`src/rtl/gyi_pkg.sv`:
```
// gyi_pkg: widths, codes, types and constants shared by the yaw integrator files
`timescale 1ns / 1ps

package gyi_pkg;

    localparam int RATE_WIDTH     = 20;
    localparam int COUNT_WIDTH    = 16;
    localparam int TARGET_WIDTH   = COUNT_WIDTH;
    localparam int BIAS_WIDTH     = 20;
    localparam int TIME_WIDTH     = 32;
    localparam int SET_WIDTH      = 32;
    localparam int YAW_WIDTH      = 48;
    localparam int CFG_IDX_WIDTH  = 2;
    localparam int CFG_DATA_WIDTH = 32;

    localparam int SUM_WIDTH   = RATE_WIDTH + COUNT_WIDTH;
    localparam int BIASV_WIDTH = (RATE_WIDTH > BIAS_WIDTH) ? RATE_WIDTH : BIAS_WIDTH;
    localparam int DIFF_WIDTH  = BIASV_WIDTH + 1;
    localparam int MAG_WIDTH   = (DIFF_WIDTH > SET_WIDTH) ? DIFF_WIDTH : SET_WIDTH;
    localparam int PROD_WIDTH  = MAG_WIDTH + TIME_WIDTH;
    localparam int EXT_WIDTH   = YAW_WIDTH + 2;
    localparam int DCNT_WIDTH  = $clog2(SUM_WIDTH);

    // yaw set command is in 1/256 degree, yaw is kept in 1/256 millidegree
    localparam int YAW_SCALE = 1000;

    localparam logic signed [YAW_WIDTH-1:0] YAW_MAX = {1'b0, {(YAW_WIDTH-1){1'b1}}};
    localparam logic signed [YAW_WIDTH-1:0] YAW_MIN = {1'b1, {(YAW_WIDTH-1){1'b0}}};

    // register indexes
    localparam logic [CFG_IDX_WIDTH-1:0] CFG_TARGET     = 2'd0;
    localparam logic [CFG_IDX_WIDTH-1:0] CFG_MAX_STEP   = 2'd1;
    localparam logic [CFG_IDX_WIDTH-1:0] CFG_INIT_BIAS  = 2'd2;
    localparam logic [CFG_IDX_WIDTH-1:0] CFG_BIAS_FIXED = 2'd3;

    // register reset values
    localparam logic [TARGET_WIDTH-1:0]      RST_TARGET     = 16'd100;
    localparam logic [TIME_WIDTH-1:0]        RST_MAX_STEP   = 32'd100;
    localparam logic signed [BIAS_WIDTH-1:0] RST_INIT_BIAS  = '0;
    localparam logic                         RST_BIAS_FIXED = 1'b0;

    typedef enum logic [2:0] {
        ST_IDLE,
        ST_EXEC,
        ST_DIV,
        ST_ACC,
        ST_OUT
    } t_state;

    typedef struct packed {
        logic load;
        logic neg;
    } t_mac_req;

endpackage

```
`src/rtl/gyi_div.sv`:
```
// gyi_div: restoring divider, one quotient bit per cycle, for the bias average
`timescale 1ns / 1ps

module gyi_div (
    input  logic                                 i_clk,
    input  logic                                 i_rst_n,
    input  logic                                 i_start,
    input  logic signed [gyi_pkg::SUM_WIDTH-1:0] i_dividend,
    input  logic [gyi_pkg::COUNT_WIDTH-1:0]      i_divisor,
    output logic                                 o_done,
    output logic signed [gyi_pkg::SUM_WIDTH-1:0] o_quotient
);

    logic                               r_busy;
    logic                               r_done;
    logic [gyi_pkg::DCNT_WIDTH-1:0]     r_cnt;
    logic [gyi_pkg::COUNT_WIDTH-1:0]    r_rem;
    logic [gyi_pkg::SUM_WIDTH-1:0]      r_quo;
    logic [gyi_pkg::COUNT_WIDTH-1:0]    r_den;
    logic                               r_neg;

    logic [gyi_pkg::COUNT_WIDTH:0]      w_trial;
    logic                               w_ge;
    logic [gyi_pkg::COUNT_WIDTH:0]      w_diff;
    logic [gyi_pkg::SUM_WIDTH-1:0]      w_abs;

    assign w_abs   = i_dividend[gyi_pkg::SUM_WIDTH-1] ? -i_dividend : i_dividend;
    assign w_trial = {r_rem, r_quo[gyi_pkg::SUM_WIDTH-1]};
    assign w_ge    = w_trial >= {1'b0, r_den};
    assign w_diff  = w_trial - {1'b0, r_den};

    always_ff @(posedge i_clk) begin
        if (!i_rst_n) begin
            r_busy <= 1'b0;
            r_done <= 1'b0;
        end else begin
            r_done <= 1'b0;
            if (i_start) begin
                r_busy <= 1'b1;
                r_cnt  <= gyi_pkg::DCNT_WIDTH'(gyi_pkg::SUM_WIDTH - 1);
                r_rem  <= '0;
                r_quo  <= w_abs;
                r_den  <= i_divisor;
                r_neg  <= i_dividend[gyi_pkg::SUM_WIDTH-1];
            end else if (r_busy) begin
                // shift in the next dividend bit, quotient bits fill from the right
                r_rem <= w_ge ? w_diff[gyi_pkg::COUNT_WIDTH-1:0]
                              : w_trial[gyi_pkg::COUNT_WIDTH-1:0];
                r_quo <= {r_quo[gyi_pkg::SUM_WIDTH-2:0], w_ge};
                if (r_cnt == '0) begin
                    r_busy <= 1'b0;
                    r_done <= 1'b1;
                end else begin
                    r_cnt <= r_cnt - 1'b1;
                end
            end
        end
    end

    // truncation toward zero: divide magnitudes, then restore the sign
    assign o_quotient = r_neg ? -$signed(r_quo) : $signed(r_quo);
    assign o_done     = r_done;

endmodule

```
`src/rtl/gyi_mac.sv`:
```
// gyi_mac: registered magnitude multiply followed by a capped, saturating yaw add
`timescale 1ns / 1ps

module gyi_mac (
    input  logic                                 i_clk,
    input  gyi_pkg::t_mac_req                    i_req,
    input  logic [gyi_pkg::MAG_WIDTH-1:0]        i_mag,
    input  logic [gyi_pkg::TIME_WIDTH-1:0]       i_mult,
    input  logic signed [gyi_pkg::YAW_WIDTH-1:0] i_base,
    output logic signed [gyi_pkg::YAW_WIDTH-1:0] o_yaw
);

    localparam logic [gyi_pkg::PROD_WIDTH-1:0] PROD_CAP =
        gyi_pkg::PROD_WIDTH'(1) << gyi_pkg::YAW_WIDTH;

    logic [gyi_pkg::PROD_WIDTH-1:0]        r_prod;
    logic                                  r_neg;
    logic signed [gyi_pkg::YAW_WIDTH-1:0]  r_base;

    logic [gyi_pkg::YAW_WIDTH:0]           w_capped;
    logic signed [gyi_pkg::EXT_WIDTH-1:0]  w_term;
    logic signed [gyi_pkg::EXT_WIDTH-1:0]  w_sum;

    always_ff @(posedge i_clk) begin
        if (i_req.load) begin
            r_prod <= gyi_pkg::PROD_WIDTH'(i_mag) * gyi_pkg::PROD_WIDTH'(i_mult);
            r_neg  <= i_req.neg;
            r_base <= i_base;
        end
    end

    always_comb begin
        // products past the full yaw range are clamped before the add
        w_capped = (r_prod > PROD_CAP) ? PROD_CAP[gyi_pkg::YAW_WIDTH:0]
                                       : r_prod[gyi_pkg::YAW_WIDTH:0];
        w_term   = $signed(gyi_pkg::EXT_WIDTH'(w_capped));
        w_sum    = gyi_pkg::EXT_WIDTH'(r_base) + (r_neg ? -w_term : w_term);
        if (w_sum > gyi_pkg::EXT_WIDTH'(gyi_pkg::YAW_MAX)) begin
            o_yaw = gyi_pkg::YAW_MAX;
        end else if (w_sum < gyi_pkg::EXT_WIDTH'(gyi_pkg::YAW_MIN)) begin
            o_yaw = gyi_pkg::YAW_MIN;
        end else begin
            o_yaw = w_sum[gyi_pkg::YAW_WIDTH-1:0];
        end
    end

endmodule

```
`src/rtl/gyro_yaw_integrator.sv`:
```
// gyro_yaw_integrator: bias-calibrated yaw integration of z-axis rate samples
// steps: an accepted beat runs EXEC then OUT for a step with no yaw update, EXEC, ACC
//   and OUT for an integration step or a yaw set, and EXEC, DIV and OUT when calibration
//   completes; the 36-step divider lengthens calibration, the multiply and add the rest
// one item at a time: the next beat is taken back in IDLE, held off by output stalls
// reset (synchronous, active low) and any register write restart the integrator state
`timescale 1ns / 1ps

module gyro_yaw_integrator (
    input  logic                                      i_clk,
    input  logic                                      i_rst_n,

    input  logic                                      i_cfg_we,
    input  logic [gyi_pkg::CFG_IDX_WIDTH-1:0]         i_cfg_index,
    input  logic [gyi_pkg::CFG_DATA_WIDTH-1:0]        i_cfg_data,

    input  logic                                      i_in_valid,
    output logic                                      o_in_stall,
    input  logic                                      i_kind,
    input  logic signed [gyi_pkg::RATE_WIDTH-1:0]     i_rate_value,
    input  logic [gyi_pkg::TIME_WIDTH-1:0]            i_sample_time,
    input  logic signed [gyi_pkg::SET_WIDTH-1:0]      i_yaw_set_value,

    output logic                                      o_out_valid,
    input  logic                                      i_out_stall,
    output logic                                      o_accepted,
    output logic                                      o_is_calibrated,
    output logic                                      o_sample_valid,
    output logic signed [gyi_pkg::YAW_WIDTH-1:0]      o_yaw_angle,
    output logic [gyi_pkg::TIME_WIDTH-1:0]            o_last_time
);

    gyi_pkg::t_state r_state;
    gyi_pkg::t_state n_state;

    // configuration
    logic [gyi_pkg::TARGET_WIDTH-1:0]       r_cfg_target;
    logic [gyi_pkg::TIME_WIDTH-1:0]         r_cfg_max;
    logic signed [gyi_pkg::BIAS_WIDTH-1:0]  r_cfg_bias;
    logic                                   r_cfg_fixed;
    logic [gyi_pkg::TARGET_WIDTH-1:0]       n_cfg_target;
    logic [gyi_pkg::TIME_WIDTH-1:0]         n_cfg_max;
    logic signed [gyi_pkg::BIAS_WIDTH-1:0]  n_cfg_bias;
    logic                                   n_cfg_fixed;

    // integrator state
    logic                                   r_cal;
    logic                                   r_held;
    logic [gyi_pkg::TIME_WIDTH-1:0]         r_prev;
    logic signed [gyi_pkg::SUM_WIDTH-1:0]   r_sum;
    logic [gyi_pkg::COUNT_WIDTH-1:0]        r_seen;
    logic signed [gyi_pkg::BIASV_WIDTH-1:0] r_bias;
    logic signed [gyi_pkg::YAW_WIDTH-1:0]   r_yaw;

    // current item
    logic                                   r_kind;
    logic signed [gyi_pkg::RATE_WIDTH-1:0]  r_rate;
    logic [gyi_pkg::TIME_WIDTH-1:0]         r_time;
    logic signed [gyi_pkg::SET_WIDTH-1:0]   r_set;
    logic                                   r_acc;

    // output register
    logic                                   r_out_valid;
    logic                                   r_out_acc;
    logic                                   r_out_cal;
    logic                                   r_out_sv;
    logic signed [gyi_pkg::YAW_WIDTH-1:0]   r_out_yaw;
    logic [gyi_pkg::TIME_WIDTH-1:0]         r_out_time;

    logic                                   w_in_beat;
    logic                                   w_out_beat;
    logic                                   w_out_load;
    logic signed [gyi_pkg::SUM_WIDTH-1:0]   w_cal_sum;
    logic [gyi_pkg::COUNT_WIDTH-1:0]        w_seen_inc;
    logic                                   w_cal_done;
    logic [gyi_pkg::TIME_WIDTH-1:0]         w_gap;
    logic                                   w_gap_ok;
    logic signed [gyi_pkg::DIFF_WIDTH-1:0]  w_diff;
    logic [gyi_pkg::DIFF_WIDTH-1:0]         w_diff_mag;
    logic [gyi_pkg::SET_WIDTH-1:0]          w_set_mag;
    logic                                   w_valid;

    logic                                   w_div_start;
    logic                                   w_div_done;
    logic signed [gyi_pkg::SUM_WIDTH-1:0]   w_div_quo;

    gyi_pkg::t_mac_req                      w_mac_req;
    logic [gyi_pkg::MAG_WIDTH-1:0]          w_mac_mag;
    logic [gyi_pkg::TIME_WIDTH-1:0]         w_mac_mult;
    logic signed [gyi_pkg::YAW_WIDTH-1:0]   w_mac_base;
    logic signed [gyi_pkg::YAW_WIDTH-1:0]   w_mac_yaw;

    assign o_in_stall = (r_state != gyi_pkg::ST_IDLE);
    assign w_in_beat  = i_in_valid && !o_in_stall;
    assign w_out_beat = r_out_valid && !i_out_stall;
    assign w_out_load = (r_state == gyi_pkg::ST_OUT) && (!r_out_valid || !i_out_stall);

    // item arithmetic
    assign w_cal_sum  = r_sum + gyi_pkg::SUM_WIDTH'(r_rate);
    assign w_seen_inc = r_seen + 1'b1;
    assign w_cal_done = (w_seen_inc >= r_cfg_target) && (w_seen_inc != '0);
    assign w_gap      = r_time - r_prev;
    assign w_gap_ok   = (w_gap != '0) && (w_gap <= r_cfg_max);
    assign w_diff     = gyi_pkg::DIFF_WIDTH'(r_rate) - gyi_pkg::DIFF_WIDTH'(r_bias);
    assign w_diff_mag = w_diff[gyi_pkg::DIFF_WIDTH-1] ? -w_diff : w_diff;
    assign w_set_mag  = r_set[gyi_pkg::SET_WIDTH-1] ? -r_set : r_set;
    assign w_valid    = r_cal && r_held;

    // a yaw set is the same multiply with a zero base and a fixed multiplier
    assign w_mac_mag  = r_kind ? gyi_pkg::MAG_WIDTH'(w_set_mag)
                               : gyi_pkg::MAG_WIDTH'(w_diff_mag);
    assign w_mac_mult = r_kind ? gyi_pkg::TIME_WIDTH'(gyi_pkg::YAW_SCALE) : w_gap;
    assign w_mac_base = r_kind ? '0 : r_yaw;

    // configuration next values, restart takes these
    always_comb begin
        n_cfg_target = r_cfg_target;
        n_cfg_max    = r_cfg_max;
        n_cfg_bias   = r_cfg_bias;
        n_cfg_fixed  = r_cfg_fixed;
        if (i_cfg_we) begin
            unique case (i_cfg_index)
                gyi_pkg::CFG_TARGET:     n_cfg_target = i_cfg_data[gyi_pkg::TARGET_WIDTH-1:0];
                gyi_pkg::CFG_MAX_STEP:   n_cfg_max    = i_cfg_data[gyi_pkg::TIME_WIDTH-1:0];
                gyi_pkg::CFG_INIT_BIAS:  n_cfg_bias   = i_cfg_data[gyi_pkg::BIAS_WIDTH-1:0];
                gyi_pkg::CFG_BIAS_FIXED: n_cfg_fixed  = i_cfg_data[0];
                default: ;
            endcase
        end
    end

    // sequencer
    always_ff @(posedge i_clk) begin
        if (!i_rst_n) begin
            r_state <= gyi_pkg::ST_IDLE;
        end else begin
            r_state <= n_state;
        end
    end

    always_comb begin
        n_state       = r_state;
        w_div_start   = 1'b0;
        w_mac_req     = '0;
        w_mac_req.neg = r_kind ? r_set[gyi_pkg::SET_WIDTH-1] : w_diff[gyi_pkg::DIFF_WIDTH-1];
        unique case (r_state)
            gyi_pkg::ST_IDLE: begin
                if (w_in_beat) begin
                    n_state = gyi_pkg::ST_EXEC;
                end
            end
            gyi_pkg::ST_EXEC: begin
                if (r_kind || (r_cal && r_held && w_gap_ok)) begin
                    w_mac_req.load = 1'b1;
                    n_state        = gyi_pkg::ST_ACC;
                end else if (!r_cal && w_cal_done) begin
                    w_div_start = 1'b1;
                    n_state     = gyi_pkg::ST_DIV;
                end else begin
                    n_state = gyi_pkg::ST_OUT;
                end
            end
            gyi_pkg::ST_DIV: begin
                if (w_div_done) begin
                    n_state = gyi_pkg::ST_OUT;
                end
            end
            gyi_pkg::ST_ACC: begin
                n_state = gyi_pkg::ST_OUT;
            end
            gyi_pkg::ST_OUT: begin
                if (w_out_load) begin
                    n_state = gyi_pkg::ST_IDLE;
                end
            end
            default: begin
                n_state = gyi_pkg::ST_IDLE;
            end
        endcase
    end

    // configuration and integrator state
    always_ff @(posedge i_clk) begin
        if (!i_rst_n || i_cfg_we) begin
            if (!i_rst_n) begin
                r_cfg_target <= gyi_pkg::RST_TARGET;
                r_cfg_max    <= gyi_pkg::RST_MAX_STEP;
                r_cfg_bias   <= gyi_pkg::RST_INIT_BIAS;
                r_cfg_fixed  <= gyi_pkg::RST_BIAS_FIXED;
                r_cal        <= gyi_pkg::RST_BIAS_FIXED || (gyi_pkg::RST_TARGET == '0);
                r_bias       <= gyi_pkg::BIASV_WIDTH'(gyi_pkg::RST_INIT_BIAS);
            end else begin
                r_cfg_target <= n_cfg_target;
                r_cfg_max    <= n_cfg_max;
                r_cfg_bias   <= n_cfg_bias;
                r_cfg_fixed  <= n_cfg_fixed;
                r_cal        <= n_cfg_fixed || (n_cfg_target == '0);
                r_bias       <= gyi_pkg::BIASV_WIDTH'(n_cfg_bias);
            end
            r_held <= 1'b0;
            r_prev <= '0;
            r_sum  <= '0;
            r_seen <= '0;
            r_yaw  <= '0;
            r_acc  <= 1'b0;
        end else begin
            unique case (r_state)
                gyi_pkg::ST_EXEC: begin
                    if (r_kind) begin
                        r_acc <= 1'b0;
                    end else if (!r_cal) begin
                        r_sum  <= w_cal_sum;
                        r_seen <= w_seen_inc;
                        r_prev <= r_time;
                        r_held <= 1'b1;
                        r_acc  <= 1'b0;
                    end else if (!r_held) begin
                        r_prev <= r_time;
                        r_held <= 1'b1;
                        r_acc  <= 1'b1;
                    end else begin
                        // a rejected gap still moves the time base
                        r_prev <= r_time;
                        r_acc  <= w_gap_ok;
                    end
                end
                gyi_pkg::ST_DIV: begin
                    if (w_div_done) begin
                        r_bias <= w_div_quo[gyi_pkg::BIASV_WIDTH-1:0];
                        r_cal  <= 1'b1;
                        r_yaw  <= '0;
                        r_acc  <= 1'b1;
                    end
                end
                gyi_pkg::ST_ACC: begin
                    r_yaw <= w_mac_yaw;
                end
                gyi_pkg::ST_IDLE, gyi_pkg::ST_OUT: ;
                default: ;
            endcase
        end
    end

    // item capture
    always_ff @(posedge i_clk) begin
        if (w_in_beat) begin
            r_kind <= i_kind;
            r_rate <= i_rate_value;
            r_time <= i_sample_time;
            r_set  <= i_yaw_set_value;
        end
    end

    // output register
    always_ff @(posedge i_clk) begin
        if (!i_rst_n) begin
            r_out_valid <= 1'b0;
        end else if (w_out_load) begin
            r_out_valid <= 1'b1;
        end else if (w_out_beat) begin
            r_out_valid <= 1'b0;
        end
    end

    always_ff @(posedge i_clk) begin
        if (w_out_load) begin
            r_out_acc  <= r_acc;
            r_out_cal  <= r_cal;
            r_out_sv   <= w_valid;
            r_out_yaw  <= w_valid ? r_yaw : '0;
            r_out_time <= w_valid ? r_prev : '0;
        end
    end

    assign o_out_valid     = r_out_valid;
    assign o_accepted      = r_out_acc;
    assign o_is_calibrated = r_out_cal;
    assign o_sample_valid  = r_out_sv;
    assign o_yaw_angle     = r_out_yaw;
    assign o_last_time     = r_out_time;

    gyi_div u_div (
        .i_clk      (i_clk),
        .i_rst_n    (i_rst_n),
        .i_start    (w_div_start),
        .i_dividend (w_cal_sum),
        .i_divisor  (w_seen_inc),
        .o_done     (w_div_done),
        .o_quotient (w_div_quo)
    );

    gyi_mac u_mac (
        .i_clk  (i_clk),
        .i_req  (w_mac_req),
        .i_mag  (w_mac_mag),
        .i_mult (w_mac_mult),
        .i_base (w_mac_base),
        .o_yaw  (w_mac_yaw)
    );

    // the sample count stays below the target until the bias divide starts
    a_seen_below_target: assert property (@(posedge i_clk) disable iff (!i_rst_n)
        !r_cal |-> ((r_state == gyi_pkg::ST_DIV) || (r_seen < r_cfg_target)))
        else $error("calibration count reached target while uncalibrated");

    // the divider only reports completion while the sequencer waits on it
    a_div_done_in_div: assert property (@(posedge i_clk) disable iff (!i_rst_n)
        w_div_done |-> (r_state == gyi_pkg::ST_DIV))
        else $error("divider finished outside the divide state");

    // a valid sample implies completed calibration
    a_valid_needs_cal: assert property (@(posedge i_clk) disable iff (!i_rst_n)
        (o_out_valid && o_sample_valid) |-> o_is_calibrated)
        else $error("sample valid reported without calibration");

    // without a valid sample the yaw and time fields read zero
    a_invalid_zeroed: assert property (@(posedge i_clk) disable iff (!i_rst_n)
        (o_out_valid && !o_sample_valid) |-> ((o_yaw_angle == '0) && (o_last_time == '0)))
        else $error("yaw or time nonzero on an invalid sample");

endmodule

```
`config.mk`:
```
export PLATFORM = sky130hd
export DESIGN_NAME = gyro_yaw_integrator
export DESIGN_NICKNAME = d
export VERILOG_FILES = /design/src/rtl/gyi_pkg.sv /design/src/rtl/gyi_div.sv /design/src/rtl/gyi_mac.sv /design/src/rtl/gyro_yaw_integrator.sv
export SDC_FILE = /design/constraint.sdc
export NUM_CORES = 2
export LEC_CHECK = 0
export ABC_AREA = 1
export BUFFER_PORTS_ARGS = -buffer_cell sky130_fd_sc_hd__buf_4
export CORE_MARGIN = 2
export CORE_UTILIZATION = 55
export CTS_BUF_LIST = sky130_fd_sc_hd__clkbuf_4
export DETAILED_ROUTE_END_ITERATION = 7
export PLACE_DENSITY = 0.78
export REMOVE_ABC_BUFFERS = 1
export SLEW_MARGIN = 40
export SYNTH_ARGS = -nofsm -noshare
export SYNTH_HDL_FRONTEND = slang
export SYNTH_SLANG_ARGS = --single-unit
```
`constraint.sdc`:
```
create_clock -name i_clk -period 11.8 [get_ports i_clk]
set_input_delay 0.59 -clock i_clk [delete_from_list [all_inputs] [get_ports i_clk]]
set_output_delay 0.59 -clock i_clk [all_outputs]
set_load 0.01 [all_outputs]
```
# Word level (Yosys, flattened, before mapping)
# Index checks and enable logic that the tools add are counted.
[totals]
regBits = 586
latchBits = 0
ramBits = 0
romBits = 0
wordCells = 166
mem_count = 0
[classes]
n_addsub = 12
n_mul = 1
div = 0
magnitude_cmp = 6
n_eq_ne = 13
n_shift = 0
n_mux = 56
bitwise = 4
n_reduce_logical = 41
[op_table]
columns = ["op", "n"]
rows = [
  ["2-to-1 mux 32 bit", 5],
  ["2-to-1 mux 48 bit", 3],
  ["2-to-1 mux 20 bit", 7],
  ["2-to-1 mux 36 bit", 3],
  ["case mux 48 bit (2 select lines)", 1],
  ["> comparator 64 x 49 -> 1 bit (second input constant)", 1],
  ["multiplier 32 x 32 -> 64 bit", 1],
  ["2-to-1 mux 16 bit", 4],
  ["adder 48 x 50 -> 50 bit", 1],
  ["> comparator 50 x 48 -> 1 bit (second input constant)", 1],
  ["< comparator 50 x 48 -> 1 bit (second input constant)", 1],
  ["2-to-1 mux 50 bit", 1],
  ["negator 49 -> 50 bit", 1],
  ["2-to-1 mux 49 bit", 1],
  ["adder 36 x 20 -> 36 bit", 1],
  ["negator 36 bit", 1],
  ["less-or-equal comparator 32 bit", 1],
  ["negator 32 bit", 1],
  ["nonzero test 32 bit", 1],
  ["subtractor 32 bit", 1],
  ["2-to-1 mux 1 bit", 21],
  ["2-to-1 mux 21 bit", 1],
  ["negator 21 bit", 1],
  ["subtractor 20 x 20 -> 21 bit", 1],
  ["31 further kinds", 72],
]

# Longest topological paths before layout
[logic_depth]
word_depth = 9
depth_mapped = 51

# By module
# A second synthesis with hierarchy kept.
[unflattened]
cells_unflattened = 9436
hier_area_um2 = 72908.7
[modules_own_cells]
columns = ["module", "n_inst", "cells_per_inst", "area_each_um2", "seq_area_each_um2"]
rows = [
  ["gyi_mac", 1, 5405, 42717.2, 3393.3],
  ["gyro_yaw_integrator", 1, 3072, 23640.2, 10510.1],
  ["gyi_div", 1, 959, 6551.3, 2292.2],
]

# Least setup slack after synthesis
# OpenSTA, ideal clock, no wires.
[synth_timing]
path_type = "register to register"
from = "register r_bias[0] (netlist bit)"
to = "register u_mac.r_prod[51] (netlist bit), data pin"
setup_ps = 260
t_arrival_ps = 8599
slack_ps = 2941
path_stages_with_launch = 48
synth_period_minus_slack_ps = 8859
path_cell_list = "edfxtp_1 ha_1 fa_1 nand3b_1 nand2_2 nand2_1 nand2_2 nand2_1 nand2_2 xnor2_2 inv_1 nor2_2 inv_1 nor2_1 nand3_1 nand2_1 nand2_1 nand2_1 [... 12 more ...] inv_1 fa_1 inv_1 fa_1 inv_1 fa_1 inv_1 ha_1 nand2_1 nor2_1 nand4_1 o211ai_1 nand2_1 nand2_1 a21boi_0 o21ai_0 a31oi_1 xnor2_1"
[synth_via]
elab_chain_len = 5
[synth_rtl]
columns = ["element", "line_no", "rtl"]
rows = [
  ["from (decl)", "gyro_yaw_integrator.sv:52", "logic signed [gyi_pkg::BIASV_WIDTH-1:0] r_bias;"],
  ["from (signal assigned)", "gyro_yaw_integrator.sv:191", "r_bias <= gyi_pkg::BIASV_WIDTH'(gyi_pkg::RST_INIT_BIAS);"],
  ["from (signal assigned)", "gyro_yaw_integrator.sv:198", "r_bias <= gyi_pkg::BIASV_WIDTH'(n_cfg_bias);"],
  ["from (signal assigned)", "gyro_yaw_integrator.sv:229", "r_bias <= w_div_quo[gyi_pkg::BIASV_WIDTH-1:0];"],
  ["subtractor 20 x 20 -> 21 bit *", "gyro_yaw_integrator.sv:104", "assign w_diff = gyi_pkg::DIFF_WIDTH'(r_rate) - gyi_pkg::DIFF_WIDTH'(r_bias);"],
  ["negator 21 bit", "gyro_yaw_integrator.sv:105", "assign w_diff_mag = w_diff[gyi_pkg::DIFF_WIDTH-1] ? -w_diff : w_diff;"],
  ["2-to-1 mux 21 bit *", "gyro_yaw_integrator.sv:105", ""],
  ["2-to-1 mux 32 bit *", "gyro_yaw_integrator.sv:110", "assign w_mac_mag = r_kind ? gyi_pkg::MAG_WIDTH'(w_set_mag)"],
  ["multiplier 32 x 32 -> 64 bit *", "gyi_mac.sv:26", "r_prod <= gyi_pkg::PROD_WIDTH'(i_mag) * gyi_pkg::PROD_WIDTH'(i_mult);"],
  ["to (signal assigned)", "gyi_mac.sv:26", ""],
  ["to (decl)", "gyi_mac.sv:16", "logic [gyi_pkg::PROD_WIDTH-1:0] r_prod;"],
]
# Mark *: on every way between the ends. The rest lies on a longest branch, timed or not.
# A chain may end at the register's enable or synchronous reset.

# Final worst setup path
[layout_timing]
from = "register r_rate[13] (netlist bit)"
to = "register u_mac.r_prod[53] (netlist bit), data pin"
[layout_via]
elab_chain_len = 5
[layout_rtl]
columns = ["element", "line_no", "rtl"]
rows = [
  ["from (decl)", "gyro_yaw_integrator.sv:57", "logic signed [gyi_pkg::RATE_WIDTH-1:0] r_rate;"],
  ["from (signal assigned)", "gyro_yaw_integrator.sv:248", "r_rate <= i_rate_value;"],
  ["subtractor 20 x 20 -> 21 bit *", "gyro_yaw_integrator.sv:104", ""],
  ["negator 21 bit", "gyro_yaw_integrator.sv:105", ""],
  ["2-to-1 mux 21 bit *", "gyro_yaw_integrator.sv:105", ""],
  ["2-to-1 mux 32 bit *", "gyro_yaw_integrator.sv:110", ""],
  ["multiplier 32 x 32 -> 64 bit *", "gyi_mac.sv:26", ""],
]
# Marked as above.

==> flow_metrics.tcl <==
set metrics [dict create \
    post_drt_wl_per_cell_um 19.8 \
    crit_path_top_delay_cell "fa_1" \
    die_area_sq_um 129000 \
    grt_pass1_wl_um 341000 \
    synth_area_sq_um 69600 \
    vias 59980 \
    hold_path.class "in -> reg" \
    drive_gt1_frac 0.0706 \
    crit_type "reg -> reg" \
    synthAdderAreaFrac 0.343 \
    synthMuxAreaShare 0.000431 \
    rsz0062_at_grt "false" \
    synth_seq_cells 586 \
    vias_per_cell 5.40 \
    violations "design-rule violations" \
    slew_viol_final 0 \
    antenna_found_initial 4 \
    setup_viol 0 \
    synth_cell_types 69 \
    final-hold-violation-count 0 \
    die_h_um 360 \
    cts_sinks 586 \
    met1_length_um 88800 \
    skew_ps 86.1 \
    io_pins 209 \
    post_cts_resized 0 \
    worst_path_most_repeated_cell "fa_1" \
    htreeDepth 4 \
    start_kind "register" \
    ctsRootBufferMaster "clkbuf_4" \
    syn_avg_cell_area_sq_um 8.02 \
    multi_input_area_sq_um 46200 \
    portBuffers 208 \
    die-width_um 360 \
    dr.pass1.iters 8 \
    cts_buffers 159 \
    seq_area_sq_um 16200 \
    synth-xor-area-share 0.0298 \
    grt_pass1_vias 61020 \
    fill_cells 11152 \
    critPathRequiredTime_ps 12680 \
    grt_use_total 0.342 \
    mostFrequentLayoutCell "inv_1" \
    post_cts_buffers 0 \
    clk_pin_slew_ps 90 \
    worstSkewPairLatency_ps 1180 \
    clock_path_buffers 3 \
    synth_compound_area_frac 0.0722 \
    dp_hpwl_um 175000 \
    core.rowCount 130 \
    synth_cells 8681 \
    final_cell_mix "1931 x inv_1, 1697 x nand2_1, 1064 x nor2_1, 901 x fa_1, 470 x ha_1" \
    grt_overflow 0 \
    initial_core_util 0.555 \
    drt-initial-drc-count 5339 \
    cap_violations 0 \
    fin_tns_setup_ps 0 \
    synth_simple_gate_area_frac 0.201 \
    cts_tree "done" \
    nNetsFinal 10809 \
    globalplace.congestion 0.987 \
    wl_um 220000 \
    highest_layer "met4" \
    synth_top_family_by_area "adder cells" \
    syn_to_final_growth_pct 11.3 \
    synth_ff_type "edfxtp_1" \
    grt_max_degree 86 \
    fin_crit_ps 10420 \
    fmax_ghz 0.0960 \
    synthArstFlopShare 0 \
    max_stage_delay_ps 560 \
    fin_crit_sh 0.883 \
    crit_fanout 22 \
    status "finished, violations left" \
    tightest_slew_ps 919 \
    ys_seq_area_frac 0.233 \
    wl_met2_um 99600 \
    ys_warn_count 0 \
    slew_headroom 0.387 \
    critPathArrivalTime_ps 11300 \
    wl_met3_um 20300 \
    drtAntennaViolNets 0 \
    synth_edf_count 446 \
    remaining_drc_errors 2 \
    core_sq_um 126000 \
    cp-end-kind "register" \
]
[worst paths after layout]
kind | slack, ps | startpoint | endpoint | depth (start not counted)
setup / recovery | 1380 | r_rate[13]$_DFFE_PP_ | u_mac.r_prod[53]$_DFFE_PP_ | 37
setup reg to reg | 1380 | r_rate[13]$_DFFE_PP_ | u_mac.r_prod[53]$_DFFE_PP_ | 37
hold reg to reg | 410 | r_acc$_SDFFE_PP0P_ | o_accepted$_DFFE_PP_ | 0
hold / removal | 130 | i_sample_time[6] | r_time[6]$_DFFE_PP_ | 2
[worst max-delay path, delay by kind of cell, from the launching register on]
family,cells,cell delay [ps]
AND/OR/NAND/NOR,12,1990
AO/OA/AOI/OAI,7,1400
XOR/XNOR,1,90
flip-flops,1,440
buffers and inverters,7,1440
adder cells (fa/ha/maj),10,4770
[state kept, by name (all words and copies together) (netlist names), 6 cells and up]
| name | flops |
|---|---|
| r_seen | 16 |
| r_cfg_bias | 20 |
| u_div.r_rem | 16 |
| r_cfg_target | 16 |
| o_last_time | 32 |
| u_div.r_den | 16 |
| r_prev | 32 |
| o_yaw_angle | 48 |
| u_mac.r_base | 48 |
| r_cfg_max | 32 |
| r_set | 32 |
| r_sum | 36 |
| u_div.r_cnt | 6 |
| r_bias | 20 |
| r_rate | 20 |
| u_div.r_quo | 36 |
| r_yaw | 48 |
| u_mac.r_prod | 64 |
| r_time | 32 |
[cell usage after synthesis (all sizes together) (2+ instances only)]
library cell,number,area (sq um)
inv,1948,7310
fa,901,18000
xnor2,86,768
a21boi,11,93.8
o21ai,360,1810
buf,93,562
nand4,84,557
xor2,145,1300
o21bai,20,150
a211oi,6,45.0
o22ai,2,12.5
ha,470,5880
clkbuf,130,489
or2,10,62.6
nor2,1099,4270
a221oi,2,17.5
nand3b,18,135
conb,2,7.51
nand2,1721,6530
and2,6,38.8
a31oi,33,206
o41ai,2,25.0
dfxtp,140,2800
o221ai,5,43.8
edfxtp,446,13400
clkinv,11,41.3
o2111ai,2,17.5
o31ai,15,113
a21oi,377,1910
o21a,11,82.6
nor3,72,390
nor4,22,144
o211ai,41,308
a21o,22,165
mux2i,3,30.0
nand3,358,1830
[stage by stage]
step | utilization | worst slack (ps) | hold slack [ps] | cells | area (sq um)
final | 0.617 | 1380 | 129 | 11110 | 77500
after global routing | 0.617 | 816 | 112 | 11110 | 77500
after CTS | 0.616 | 1520 | 71.9 | 11098 | 77400
after detailed placement | 0.589 | 1520 | 455 | 10670 | 74000
after global placement | 0.588 | 1570 | 455 | 10668 | 73900
after floorplan | - | 1800 | 403 | 8742 | 69600
[routing by layer]
| metal | track usage | vias to the layer above |
|---|---|---|
| met2 | 0.544 | 2816 |
| met5 | 0 | - |
| met3 | 0.0740 | 533 |
| met1 | 0.450 | 28804 |
| met4 | 0.149 | 0 |
| li1 | - | 27827 |
[area by class of cell]
class | count | share of cell area
diodes | 8 | 0.000258
clock buffers | 233 | 0.0226
clock inverters | 66 | 0.00502
inverters | 1959 | 0.0950
multi-input cells | 6197 | 0.596
flip-flops and latches | 586 | 0.209
well taps | 1650 | 0.0266
repair buffers | 411 | 0.0451
[kinds of logic (layout without fill, tap and decap cells)]
group | count (synthesis) | in the layout
AO/OA/AOI/OAI | 912 | 912
XOR/XNOR | 231 | 231
adder cells (fa/ha/maj) | 1371 | 1371
buffers and inverters | 2182 | 2669
flip-flops | 586 | 586
multiplexers | 3 | 3
other | 2 | 294
AND/OR/NAND/NOR | 3394 | 3394
[what timing repair did]
action                                  CTS  global route
hold endpoints to repair                187             0
hold buffers                            129             0
endpoints found under the setup margin    0             0
Power is not shown: default switching activity piles up to over one toggle a cycle in this logic, so the estimate is an artifact.
